### src/design/ccre_pkg.sv
// Shared types and constants for the character canvas raster engine.
// Holds the transaction structs, command codes and back-end state encoding.
// No dependencies.
`default_nettype none

package ccre_pkg;

   localparam logic [2:0] CMD_CLEAR      = 3'd0;
   localparam logic [2:0] CMD_POINT      = 3'd1;
   localparam logic [2:0] CMD_RECT       = 3'd2;
   localparam logic [2:0] CMD_FILLRECT   = 3'd3;
   localparam logic [2:0] CMD_CIRCLE     = 3'd4;
   localparam logic [2:0] CMD_FILLCIRCLE = 3'd5;
   localparam logic [2:0] CMD_LINE       = 3'd6;
   localparam logic [2:0] CMD_READ       = 3'd7;

   localparam logic [7:0] SPACE_CHAR = 8'd32;

   typedef struct packed {
      logic [2:0] kind;
      logic [5:0] row_a;
      logic [5:0] col_a;
      logic [5:0] row_b;
      logic [5:0] col_b;
      logic [6:0] radius;
      logic [7:0] pen_char;
   } cmd_type;

   typedef struct packed {
      logic [2:0] done_kind;
      logic [7:0] read_char;
   } rsp_type;

   typedef enum logic [1:0] {
      OP_SCAN,
      OP_LINE,
      OP_READ
   } op_type;

   // Decoded job: line/point walk is pre-oriented so the major axis rises.
   typedef struct packed {
      cmd_type    cmd;
      op_type     op;
      logic       row_major;
      logic       step_neg;
      logic [5:0] maj0;
      logic [5:0] min0;
      logic [5:0] maj1;
      logic [5:0] dmaj;
      logic [5:0] dmin;
   } job_type;

   typedef struct packed {
      logic init;
      logic take;
   } back_stat_type;

   typedef enum logic [2:0] {
      ST_IDLE,
      ST_PREP,
      ST_SCAN,
      ST_DRAIN,
      ST_LINE,
      ST_READ,
      ST_DONE
   } back_state_type;

endpackage

`default_nettype wire

### src/design/ccre_front.sv
// Front end: accepts command transactions, decodes them into jobs and
// queues them in a two-entry FIFO for the back end. Depends on ccre_pkg.
`default_nettype none

module ccre_front import ccre_pkg::*; (
   input  wire logic          clock,
   input  wire logic          reset,
   input  wire logic          req_valid,
   output logic               req_stall,
   input  wire cmd_type       req_data,
   output logic               job_valid,
   output job_type            job,
   input  wire back_stat_type stat
);

   job_type    q_ff [2];
   logic       wp_ff, rp_ff;
   logic [1:0] cnt_ff, cnt_in;
   logic       push, pop;
   job_type    new_job;
   logic [5:0] dr, dc, a0, b0, a1, b1;
   logic       rmaj;

   always_comb begin
      dr   = (req_data.row_b > req_data.row_a) ? req_data.row_b - req_data.row_a
                                               : req_data.row_a - req_data.row_b;
      dc   = (req_data.col_b > req_data.col_a) ? req_data.col_b - req_data.col_a
                                               : req_data.col_a - req_data.col_b;
      rmaj = (dr >= dc);
      a0   = rmaj ? req_data.row_a : req_data.col_a;
      b0   = rmaj ? req_data.col_a : req_data.row_a;
      a1   = rmaj ? req_data.row_b : req_data.col_b;
      b1   = rmaj ? req_data.col_b : req_data.row_b;
      if (a0 > a1) begin
         a0 = a1;
         a1 = rmaj ? req_data.row_a : req_data.col_a;
         b0 = b1;
         b1 = rmaj ? req_data.col_a : req_data.row_a;
      end
      new_job.cmd       = req_data;
      new_job.row_major = rmaj;
      new_job.step_neg  = (b1 < b0);
      new_job.maj0      = a0;
      new_job.min0      = b0;
      new_job.maj1      = a1;
      new_job.dmaj      = a1 - a0;
      new_job.dmin      = (b1 < b0) ? b0 - b1 : b1 - b0;
      case (req_data.kind)
         CMD_LINE: new_job.op = OP_LINE;
         CMD_READ: new_job.op = OP_READ;
         CMD_POINT: begin
            // single cell walk
            new_job.op        = OP_LINE;
            new_job.row_major = 1'b1;
            new_job.step_neg  = 1'b0;
            new_job.maj0      = req_data.row_a;
            new_job.min0      = req_data.col_a;
            new_job.maj1      = req_data.row_a;
            new_job.dmaj      = 6'd0;
            new_job.dmin      = 6'd0;
         end
         default: new_job.op = OP_SCAN;
      endcase
   end

   assign req_stall = (cnt_ff == 2'd2) || stat.init;
   assign push      = req_valid && !req_stall;
   assign pop       = stat.take;
   assign job_valid = (cnt_ff != 2'd0);
   assign job       = q_ff[rp_ff];

   always_comb begin
      cnt_in = cnt_ff;
      if (push && !pop) begin
         cnt_in = cnt_ff + 2'd1;
      end else if (pop && !push) begin
         cnt_in = cnt_ff - 2'd1;
      end
   end

   always_ff @(posedge clock) begin
      if (reset) begin
         wp_ff  <= 1'b0;
         rp_ff  <= 1'b0;
         cnt_ff <= 2'd0;
      end else begin
         cnt_ff <= cnt_in;
         if (push) begin
            wp_ff <= ~wp_ff;
         end
         if (pop) begin
            rp_ff <= ~rp_ff;
         end
      end
   end

   always_ff @(posedge clock) begin
      if (push) begin
         q_ff[wp_ff] <= new_job;
      end
   end

endmodule

`default_nettype wire

### config.mk
export PLATFORM = sky130hd
export DESIGN_NAME = ccre_front
export DESIGN_NICKNAME = d
export VERILOG_FILES = /design/src/design/ccre_pkg.sv /design/src/design/ccre_front.sv
export SDC_FILE = /design/constraint.sdc
export NUM_CORES = 1
export LEC_CHECK = 0
export ABC_CLOCK_PERIOD_IN_PS = 17400
export BUFFER_PORTS_ARGS = -buffer_cell sky130_fd_sc_hd__buf_4
export CAP_MARGIN = 20
export CORE_UTILIZATION = 60
export DETAILED_ROUTE_END_ITERATION = 8
export PLACE_DENSITY_LB_ADDON = 0.08
export SYNTH_ARGS = -nofsm -noshare
export SYNTH_HDL_FRONTEND = slang
export SYNTH_SLANG_ARGS = --single-unit
### constraint.sdc
create_clock -name clock -period 17.4 [get_ports clock]
set_clock_uncertainty 0.05 [all_clocks]
set_input_delay 1.74 -clock clock [delete_from_list [all_inputs] [get_ports clock]]
set_output_delay 1.74 -clock clock [all_outputs]
set_load 0.005 [all_outputs]
==> Yosys cells after proc, flatten, opt, wreduce, memory -nomap -nowiden <==
Memory sizes are Yosys's and may differ from the RTL's. A register that Yosys moved wholly into a read port is not among the register bits.
Index checks and enable logic that the tools add are counted.
{ "totals": {"ff_bits": 4, "ramBits": 152, "input_bits": 47, "output_inout_bits": 78, "elab_cells": 53, "mem_count": 1} }
{ "classes": {"n_addsub": 9, "n_lt_le_gt_ge": 5, "eq_ne": 4, "muxes": 19, "bitwise_logic": 2, "reduce_logical": 10} }
{ "memory_table": {"columns": ["memory", "words", "word_bits", "rd", "rd_ports_with_merged_regs", "wr", "line", "source"], "rows": [
  ["q_ff", 2, 76, 1, 1, 1, "ccre_front.sv:16", "job_type q_ff [2];"]
]} }
{ "op_table": {"columns": ["operator", "count"], "rows": [
  ["$mux W6", 11],
  ["$sub A6 B6 Y6", 7],
  ["$mux W32", 1],
  ["$gt A6 B6 Y1", 3],
  ["$eq A3 B3 Y1 const B", 2],
  ["$ge A6 B6 Y1", 1],
  ["$lt A6 B6 Y1", 1],
  ["$mux W1", 4],
  ["$mux W2", 2],
  ["$pmux W2 S2", 1],
  ["$reduce_bool A2 Y1", 2],
  ["$eq A3 B1 Y1 const B", 1],
  ["$logic_and A1 B1 Y1", 3],
  ["$logic_not A1 Y1", 3],
  ["$add A2 B1 Y2 const B", 1],
  ["$eq A2 B2 Y1 const B", 1],
  ["$not A1 Y1", 2],
  ["$reduce_or A2 Y1", 1],
  ["$sub A2 B1 Y2 const B", 1],
  ["$logic_or A1 B1 Y1", 1]
]} }

==> Depth between registers and ports, before layout <==
Gate-level depths: netlist of run 1.
{ "depth": {"ltp_word": 9, "depth_mapped": 45, "depth_no_buf": 40} }

==> Least setup slack after synthesis of run 1 <==
Ideal clock, no wire load.
{ "synth_timing": {"kind": "input port to flip-flop", "startpoint": "input req_data[15] in the netlist's numbering", "endpoint": "memory q_ff[0][5] in the netlist's numbering, data pin", "setup_ps": 278, "t_arrival_ps": 9577, "required_time_ps": 17072, "setup_slack_ps": 7495, "cell_stages": 40, "n_path_buf": 7, "path_cell_list": "inv_1 > ha_1 > inv_1 > fa_1 > a21o_1 > a21oi_1 > o21bai_1 > a21oi_1 > a31oi_2 > mux2i_1 > a221o_1 > a21oi_1 > o21ai_0 > xnor2_1 > ha_1 > a21oi_1 > o21ai_1 > a21oi_4 > (+4 left out) > o21ai_0 > ha_1 > a21oi_1 > o21ai_2 > o221ai_2 > clkbuf_1 > clkbuf_1 > buf_1 > mux4_2 > inv_1 > ha_1 > clkbuf_1 > nand3_1 > mux2i_1 > a311oi_2 > a21boi_2 > o2111a_1 > or4_1"} }
{ "synth_rtl": {"columns": ["item", "line", "source"], "rows": [
  ["start, declared", "ccre_front.sv:10", "input wire cmd_type req_data,"],
  ["end, declared", "ccre_front.sv:16", null]
]} }

==> results_dict.tcl, run 1 <==
set metrics [dict create \
    max-cap-violations 0 \
    critPathLaunch "req_data[15]" \
    fin_nets 937 \
    synthesis.instances 724 \
    mostFrequentLayoutCells "sky130_fd_sc_hd__edfxtp_1 (152), sky130_fd_sc_hd__buf_4 (129), sky130_fd_sc_hd__mux2_2 (81), sky130_fd_sc_hd__nand2_1 (65), sky130_fd_sc_hd__nor2_1 (50)" \
    ctsLongestPathBuffers 2 \
    mappedNetlistArea_um2 8730 \
    run_status "finished, final reports clean" \
    achievable-frequency_mhz 94.1 \
    first_global_vias 5996 \
    die_area_um2 15000 \
    worst_path_largest_cell_delay_ns 0.78 \
    portBuffers 124 \
    cp_max_delay_cell "sky130_fd_sc_hd__a21oi_4" \
    worstMarginPinSlew_ns 1.06 \
    share_seq_of_total_power 0.276 \
    power.clock.fraction 0.185 \
    cts_made_buffers 17 \
    worst_setup_hold_path_clk_slew_ns 0.06 \
    drt-vias-per-instance 6.01 \
    cp.required_ns 17.50 \
    layout.filler_cells 943 \
    share_comb_of_total_power 0.539 \
    ys_dominant_reg_cell "sky130_fd_sc_hd__edfxtp_1" \
    worst_hold_path_type "reg2reg" \
    cts_resized 0 \
    critical_path_arrival_ns 10.73 \
    starting_density_of_the_core 0.621 \
    worst_path_most_repeated_cell "sky130_fd_sc_hd__ha_1" \
    cts_hold_repair.buffers 0 \
    r2r-start "cnt_ff[0]" \
    slew_headroom 0.294 \
    grt_start_max_net_pins 77 \
    postSynthNetCount 820 \
    antenna_diode_instance_count 0 \
    num_rows 43 \
    crit_path_max_fanout 76 \
    tritoncts_num_sinks 157 \
    setup_viol 0 \
    power.switching_fraction 0.401 \
    post_route_cells_drive_above_1_share 0.304 \
    final.min_clock_period_ns 10.62 \
    tritoncts_clock_tree "done" \
    synth_edf_count 152 \
    power-per-cell-area_nw_per_um2 196 \
    postSynthRegisterBits 157 \
    timing.critical_path.to_type "flip-flop" \
    final-max-slew-violation-count 0 \
    cts_root_buf "sky130_fd_sc_hd__clkbuf_16" \
    finalNonFillerCells 1033 \
    worstSetupPathType "in2reg" \
    whs_ns 0.476 \
    drt_drc_violations_left 0 \
    first_pass_grt_wire_length_mm 31.6 \
    leakagePower_nw 4.19 \
    post_synth_num_cell_types 56 \
    async_reset_ff_frac 0 \
    place_congestion 0.958 \
    dp_cell_count 1002 \
    first_iter_violations 594 \
    syn2layout_area_growth_pct 19.4 \
    antenna_found_initial 0 \
    worstSkewPairLatency_ns 0.43 \
    die_width_um 123 \
    final_common_cell "sky130_fd_sc_hd__edfxtp_1" \
    rsz0062_at_grt "false" \
    gr-usage-all-layers 0.288 \
    seq_area_frac_synth 0.534 \
    fin_tns_setup_ns 0 \
    start_kind "input port" \
    grt_remaining_overflow 0 \
    vdd_ir_drop_max_mv 0.138 \
    route.vias.total 6212 \
    hp-start "rp_ff" \
    switchingPower_mw 0.819 \
    post-cts-setup-buffers 0 \
    io_pins 125 \
    antenna_violating_nets_post_route 0 \
    dpl.hpwl_mm 14.5 \
    post-route-period-util 0.611 \
    cts_max_level 4 \
    floorplan.die.height_um 123 \
    p_int_mw 1.22 \
    postRouteWirelength_mm 20.9 \
    synth_area_per_cell_um2 12.1 \
    ys_warn_count 0 \
    wire_per_inst_um 20.2 \
    firstDrtPassIters 5 \
    core_region_um2 14000 \
    timing_hold_violations_final 0 \
]
-- worst max-delay path: cells and delay by family --
| kind | cells | cell delay (ns) |
|---|---|---|
| AO/OA/AOI/OAI | 20 | 4.41 |
| AND/OR/NAND/NOR | 5 | 1.05 |
| multiplexers | 2 | 0.58 |
| adder cells (fa/ha/maj) | 6 | 1.64 |
| buffers and inverters | 6 | 1.07 |
| XOR/XNOR | 1 | 0.18 |
-- cells by family after synthesis --
| logic type | Yosys count | synth area share |
|---|---|---|
| compound gates | 146 | 0.111 |
| xor+xnor | 19 | 0.0191 |
| fa+ha+maj | 49 | 0.0746 |
| buf+inv | 73 | 0.0321 |
| flops | 157 | 0.534 |
| mux | 111 | 0.140 |
| simple gates | 169 | 0.0882 |
-- power by group through the flow --
stage,sequential (mW),clock [mW],combinational (mW)
floorplan,0.560,0,0.790
global placement,0.566,0,1.04
detailed placement,0.570,0,1.06
CTS,0.563,0.384,1.08
global route,0.567,0.397,1.20
finish,0.562,0.378,1.10
-- cell type report --
cell class / instances / area, µm² / share of cell area
clock buffers: 19 / 433 / 0.0415
multi-input cells: 494 / 3810 / 0.365
repair buffers: 129 / 968 / 0.0929
well taps: 180 / 225 / 0.0216
flip-flops and latches: 157 / 4670 / 0.448
clock inverters: 12 / 163 / 0.0156
inverters: 42 / 158 / 0.0151
-- sequential cells by signal (all words and copies together) (netlist names), named ones only --
signal,cells
cnt_ff,2
q_ff,152
rp_ff,1
wp_ff,1
-- path summary, 6_finish.rpt --
path                     end  slack (ns)  cells after the start
setup / recovery  q_ff[0][5]        6.78                     40
hold / removal     flip-flop        0.48                      2
setup reg to reg  q_ff[0][5]       15.17                      5
hold reg to reg    flip-flop        0.48                      2
-- synth_stat cells (all sizes together) (4+ instances only) --
cell	instances	share of area
nor2b	5	0.0044
o21bai	4	0.0034
mux2i	29	0.033
mux2	81	0.10
and2	5	0.0036
and3	6	0.0043
buf	11	0.0054
nand3	7	0.0040
nor2	51	0.022
xnor2	13	0.013
clkbuf	20	0.0086
a21oi	44	0.027
nand2b	5	0.0036
edfxtp	152	0.52
a21o	16	0.014
inv	42	0.018
fa	5	0.011
nand2	65	0.028
a31oi	4	0.0036
dfxtp	5	0.011
xor2	6	0.0060
o211ai	8	0.0069
ha	44	0.063
o21ai	41	0.024
nor3	9	0.0052
a211oi	8	0.0075
or2	4	0.0029
-- per-stage QoR --
step	utilization	area (µm²)	power, mW	setup slack, ns
2_1_floorplan	-	8730	1.35	7.50
3_3_place_gp	0.700	9830	1.61	6.77
3_5_place_dp	0.700	9830	1.63	6.54
4_1_cts	0.742	10400	2.02	6.95
5_1_grt	0.742	10400	2.16	6.02
6_report	0.742	10400	2.04	6.78
-- per-layer routing --
layer | vias to the layer above | GRT usage | routed length [µm]
li1 | 2907 | - | -
met1 | 3003 | 0.363 | 8490
met2 | 257 | 0.483 | 10300
met3 | 45 | 0.0632 | 1530
met4 | 0 | 0.116 | 517
met5 | - | 0 | 0
No activity file was read; power rests on OpenSTA's default activity.
==> run 2, diff against run 1 <==
ABC_AREA = 1   (was not set)
ABC_CLOCK_PERIOD_IN_PS = 10540   (was 17400)
CORE_UTILIZATION = 58   (was 60)
clock period = 10.54 ns   (was 17.4 ns; I/O delays follow)
==> run 2 against run 1 <==
Clock-buffer cell count is 2 higher; wire length is 12% lower; area after synthesis is 3.3% lower; sequential cell count stayed put; global-route usage is 2.9 points lower; critical path type unchanged; largest cell class unchanged.
==> results_dict.tcl, run 2 <==
set metrics [dict create \
    dpl.hpwl_mm 12.7 \
    start_kind "input port" \
    post-route-period-util 0.751 \
    worst_setup_hold_path_clk_slew_ns 0.06 \
    post_route_cells_drive_above_1_share 0.313 \
    worst_path_largest_cell_delay_ns 0.49 \
    synth_edf_count 152 \
    biggestRegsByFlops "q_ff: 152 flops, cnt_ff: 2 flops" \
    synth_area_in_xor_xnor 0.0135 \
    final-max-slew-violation-count 0 \
    ys_warn_count 0 \
    max_flop_register "q_ff" \
    core_region_um2 14000 \
    place_congestion 0.934 \
    synth_top_family_by_area "simple AND/OR/NAND/NOR gates" \
    antenna_found_initial 0 \
    floorplan.die.height_um 123 \
    num_rows 43 \
    r2r-start "cnt_ff[0]" \
    io_pins 125 \
    post_synth_num_cell_types 47 \
    worst_r2r_path_depth 5 \
    postRouteWirelength_mm 18.4 \
    tritoncts_clock_tree "done" \
    muxShareOfSynthArea 0.111 \
    final.min_clock_period_ns 7.92 \
    drt_drc_violations_left 0 \
    synth_compound_gate_area_share 0.0703 \
    slew_headroom 0.304 \
    mostFrequentLayoutCells "sky130_fd_sc_hd__nand2_1 (152), sky130_fd_sc_hd__edfxtp_1 (152), sky130_fd_sc_hd__buf_4 (127), sky130_fd_sc_hd__inv_1 (82), sky130_fd_sc_hd__mux2_2 (78)" \
    synthesis.instances 747 \
    largest_register_ff_count 152 \
    antenna_violating_nets_post_route 0 \
    mappedNetlistArea_um2 8440 \
    die_width_um 123 \
    cts_resized 0 \
    synthAdderAreaFrac 0.0771 \
    worstSetupPathType "in2reg" \
    worst_hold_path_type "reg2reg" \
    cts_hold_repair.buffers 0 \
    timing_hold_violations_final 0 \
    cp.required_ns 10.65 \
    hp-start "rp_ff" \
    path_buf_inv 9 \
    die_area_um2 15000 \
    first_pass_grt_wire_length_mm 28.8 \
    worstMarginPinSlew_ns 1.04 \
    starting_density_of_the_core 0.601 \
    min_path_cells 2 \
    cts_root_buf "sky130_fd_sc_hd__clkbuf_16" \
    setup_viol 0 \
    fin_tns_setup_ns 0 \
    first_global_vias 5872 \
    route.vias.total 5885 \
    wire_per_inst_um 17.2 \
    synth_top_area_cell "sky130_fd_sc_hd__edfxtp_1" \
    run_status "finished, final reports clean" \
    grt_remaining_overflow 0 \
    syn2layout_area_growth_pct 20.1 \
    firstDrtPassIters 5 \
    final_util 0.722 \
    rsz0062_at_grt "false" \
    ctsLongestPathBuffers 2 \
    cp_max_delay_cell "sky130_fd_sc_hd__nand2_2" \
    antenna_diode_instance_count 0 \
    max-cap-violations 0 \
    cts_made_buffers 17 \
    cts_max_level 4 \
    yosysTopAreaCellShare 0.541 \
    post-cts-setup-buffers 0 \
    portBuffers 124 \
    path_delay_family "simple AND/OR/NAND/NOR gates" \
    critical_path_arrival_ns 8.03 \
    first_iter_violations 556 \
    postSynthNetCount 843 \
    seq_area_frac_synth 0.553 \
    ys_dominant_reg_cell "sky130_fd_sc_hd__edfxtp_1" \
    tritoncts_num_sinks 157 \
    postSynthRegisterBits 157 \
    rrSetupSlack_ns 8.40 \
    crit_path_max_fanout 46 \
    gr-usage-all-layers 0.260 \
    worst_path_most_repeated_cell "sky130_fd_sc_hd__nand2_1" \
    fin_nets 969 \
    yosys.area_share.simple 0.124 \
    netlist_top_cells_area "sky130_fd_sc_hd__edfxtp_1 (54%), sky130_fd_sc_hd__mux2_2 (10%), sky130_fd_sc_hd__nand2_1 (6.8%), sky130_fd_sc_hd__ha_1 (6.5%), sky130_fd_sc_hd__inv_1 (3.6%)" \
    achievable-frequency_mhz 126 \
    synthTopCellsByCount "sky130_fd_sc_hd__edfxtp_1 (152), sky130_fd_sc_hd__nand2_1 (152), sky130_fd_sc_hd__inv_1 (82)" \
    worstSkewPairLatency_ns 0.43 \
    drt-vias-per-instance 5.52 \
    regToRegEndpoint "q_ff[0][4]" \
    timing.critical_path.to_type "flip-flop" \
    async_reset_ff_frac 0 \
    synth_area_per_cell_um2 11.3 \
    grt_start_max_net_pins 78 \
]
==> run 2: cell types whose count changed after synthesis, moves of 10 or more <==
cell and delta:
sky130_fd_sc_hd__a21o_1 -15, sky130_fd_sc_hd__a21oi_1 -25, sky130_fd_sc_hd__inv_1 +40, sky130_fd_sc_hd__mux2i_1 -23, sky130_fd_sc_hd__nand2_1 +87, sky130_fd_sc_hd__nand2_2 +11
sky130_fd_sc_hd__nand3_1 +21, sky130_fd_sc_hd__nor2_1 -29, sky130_fd_sc_hd__o21ai_0 +12, sky130_fd_sc_hd__o21ai_1 +10
==> run 2: kinds of logic after synthesis <==
family / after synthesis
compound gates: 101
xor+xnor: 13
fa+ha+maj: 49
buf+inv: 108
flops: 157
mux: 84
simple gates: 235
==> run 2: metrics by stage <==
| step | setup slack [ns] | hold slack (ns) | instance area [µm²] | instances |
|---|---|---|---|---|
| after floorplan | 2.90 | 0.430 | 8440 | 747 |
| after global placement | 2.70 | 0.445 | 9540 | 1034 |
| after detailed placement | 2.38 | 0.468 | 9540 | 1034 |
| after CTS | 2.73 | 0.485 | 10100 | 1066 |
| after global routing | 2.01 | 0.527 | 10100 | 1066 |
| final | 2.62 | 0.491 | 10100 | 1066 |
==> run 2: how the worst max path moves through the flow <==
stage | end | start | depth (start not counted)
3_5_place_dp | q_ff[0][4] | req_data[15] | 39
5_1_grt | q_ff[0][4] | req_data[15] | 39
6_report | q_ff[1][4] | req_data[15] | 39
3_3_place_gp | q_ff[0][4] | req_data[15] | 40
2_1_floorplan | q_ff[0][4] | req_data[15] | 45
4_1_cts | q_ff[0][4] | req_data[15] | 39
==> run 2: layout make-up <==
class / instances / area, µm²
Sequential cell: 157 / 4670
Multi-Input combinational cell: 482 / 3360
Clock inverter: 11 / 133
Inverter: 88 / 333
Timing Repair Buffer: 127 / 953
Tap cell: 180 / 225
Fill cell: 1000 / 3910
Clock buffer: 21 / 460
==> run 2: routing by layer <==
metal,global-route usage,up-vias,share of wire
li1,-,2839,-
met1,0.325,2785,0.42
met2,0.435,226,0.49
met5,0,-,0
met4,0.117,0,0.024
met3,0.0520,35,0.062
==> run 2: worst min-delay path, cell delays in order (launching register included) <==
cell                      delay, ns
sky130_fd_sc_hd__dfxtp_1       0.34
sky130_fd_sc_hd__xnor2_1       0.09
sky130_fd_sc_hd__nor2_1        0.08
Power of run 2 is not shown: default switching activity piles up to over one toggle a cycle in this logic, so the estimate is an artifact.
==> run 3, diff against run 2 <==
ABC_CLOCK_PERIOD_IN_PS = 6400   (was 10540)
CORE_UTILIZATION = 52   (was 58)
clock period = 6.4 ns   (was 10.54 ns; I/O delays follow)
==> run 3 against run 2 <==
Sequential share of layout area shrank 2.5 points; final cell count up 7.3%; setup slack got worse by 2.4 ns; utilization fell by 4.7 points; via count up 2.2%; non-clock buffer count rose by 41; clock-buffer cell count is 3 lower; sequential cell count is the same.
==> results_dict.tcl, run 3 (synthesis results as in run 2) <==
set metrics [dict create \
    setup_viol 0 \
    grt_remaining_overflow 0 \
    postRouteWirelength_mm 19.0 \
    first_iter_violations 322 \
    timing.final.ws_setup_ns 0.181 \
    cts_hold_repair.buffers 0 \
    run_status "finished, final reports clean" \
    final_common_cell "sky130_fd_sc_hd__buf_4" \
    timing_hold_violations_final 0 \
    dpl.hpwl_mm 13.5 \
    grt_start_max_net_pins 77 \
    io_pins 125 \
    place_congestion 0.962 \
    path_buf_inv 8 \
    biggestRegsByFlops "q_ff: 152 flops, cnt_ff: 2 flops" \
    pre_cts_slack_ns -0.256 \
    first_global_vias 5970 \
    drt-vias-per-instance 5.26 \
    drt_drc_violations_left 0 \
    cts_root_buf "sky130_fd_sc_hd__clkbuf_16" \
    largest_register_ff_count 152 \
    route.vias.total 6015 \
    syn2layout_area_growth_pct 27.0 \
    antenna_found_initial 0 \
    crit_path_max_fanout 18 \
    first_pass_grt_wire_length_mm 29.5 \
    tritoncts_clock_tree "done" \
    start_kind "input port" \
    whs_ns 0.345 \
    worst_setup_hold_path_clk_slew_ns 0.07 \
    portBuffers 124 \
    die_area_um2 16700 \
    antenna_diode_instance_count 0 \
    final_util 0.675 \
    path_delay_family "simple AND/OR/NAND/NOR gates" \
    worstSkewPairLatency_ns 0.42 \
    post_dp_cell_area_um2 10000 \
    worst_hold_path_type "in2reg" \
    cts_max_level 4 \
    mostFrequentLayoutCells "sky130_fd_sc_hd__buf_4 (167), sky130_fd_sc_hd__edfxtp_1 (152), sky130_fd_sc_hd__nand2_1 (148), sky130_fd_sc_hd__inv_1 (78), sky130_fd_sc_hd__mux2_2 (78)" \
    summed_area_of_non_filler_cells_in_the_final_layout_um2 10700 \
    starting_density_of_the_core 0.531 \
    slew_headroom 0.294 \
    num_rows 46 \
    worstSetupPathType "in2reg" \
    final-max-slew-violation-count 0 \
    cp_max_delay_cell "sky130_fd_sc_hd__fa_1" \
    wire_per_inst_um 16.7 \
    timing.critical_path.to_type "flip-flop" \
    core_region_um2 15900 \
    antenna_violating_nets_post_route 0 \
    floorplan.die.height_um 129 \
    worst_path_largest_cell_delay_ns 0.40 \
    max_flop_register "q_ff" \
    achievable-frequency_mhz 161 \
    cp.required_ns 6.52 \
    tritoncts_num_sinks 157 \
    critical_path_arrival_ns 6.34 \
    firstDrtPassIters 6 \
    post_route_cells_drive_above_1_share 0.373 \
    worstMarginPinSlew_ns 1.06 \
    max-cap-violations 0 \
    fin_nets 1011 \
    gr-usage-all-layers 0.236 \
    die_width_um 129 \
    cts_made_buffers 17 \
    ctsLongestPathBuffers 2 \
    final.min_clock_period_ns 6.22 \
    post-route-period-util 0.972 \
]
-- run 3: final timing paths --
kind,from,end,slack [ns],cells after the start
hold reg to reg,rp_ff,rp_ff,0.47,2
setup / recovery,req_data[21],q_ff[1][2],0.18,38
setup reg to reg,cnt_ff[0],q_ff[1][37],3.79,5
hold / removal,reset,flip-flop,0.34,2
-- run 3: per-stage QoR --
| step | setup TNS, ns | cells |
|---|---|---|
| 2_1_floorplan | 0 | 747 |
| 3_3_place_gp | -0.0828 | 1110 |
| 3_5_place_dp | -2.63 | 1110 |
| 4_1_cts | 0 | 1142 |
| 5_1_grt | -0.913 | 1144 |
| 6_report | 0 | 1144 |
-- run 3: cell type report --
cell class | instances | area [µm²]
flip-flops and latches | 157 | 4670
clock inverters | 14 | 195
well taps | 216 | 270
repair buffers | 168 | 1270
multi-input cells | 483 | 3540
inverters | 88 | 338
clock buffers | 18 | 429
fillers | 1224 | 5170
-- run 3: layer usage --
layer  vias to the layer above  track usage  share of wire
li1                       2934            -              -
met1                      2869        0.290           0.43
met2                       180        0.410           0.50
met3                        32       0.0483          0.051
met4                         0       0.0858          0.022
met5                         -            0              0
-- run 3: worst register-to-register path: stages (launching register included) --
cell and delay (ns):
sky130_fd_sc_hd__dfxtp_1 0.31, sky130_fd_sc_hd__inv_1 0.09, sky130_fd_sc_hd__nand2_1 0.09, sky130_fd_sc_hd__nand3_1 0.22, sky130_fd_sc_hd__nor2_4 0.75, sky130_fd_sc_hd__buf_4 0.70
-- run 3: timing repair --
action	in CTS	in global routing
resized for setup	0	16
endpoints found under the hold margin	0	0
setup endpoints to repair	0	14
buffers inserted	0	1
Power of run 3 is left out for the same reason.
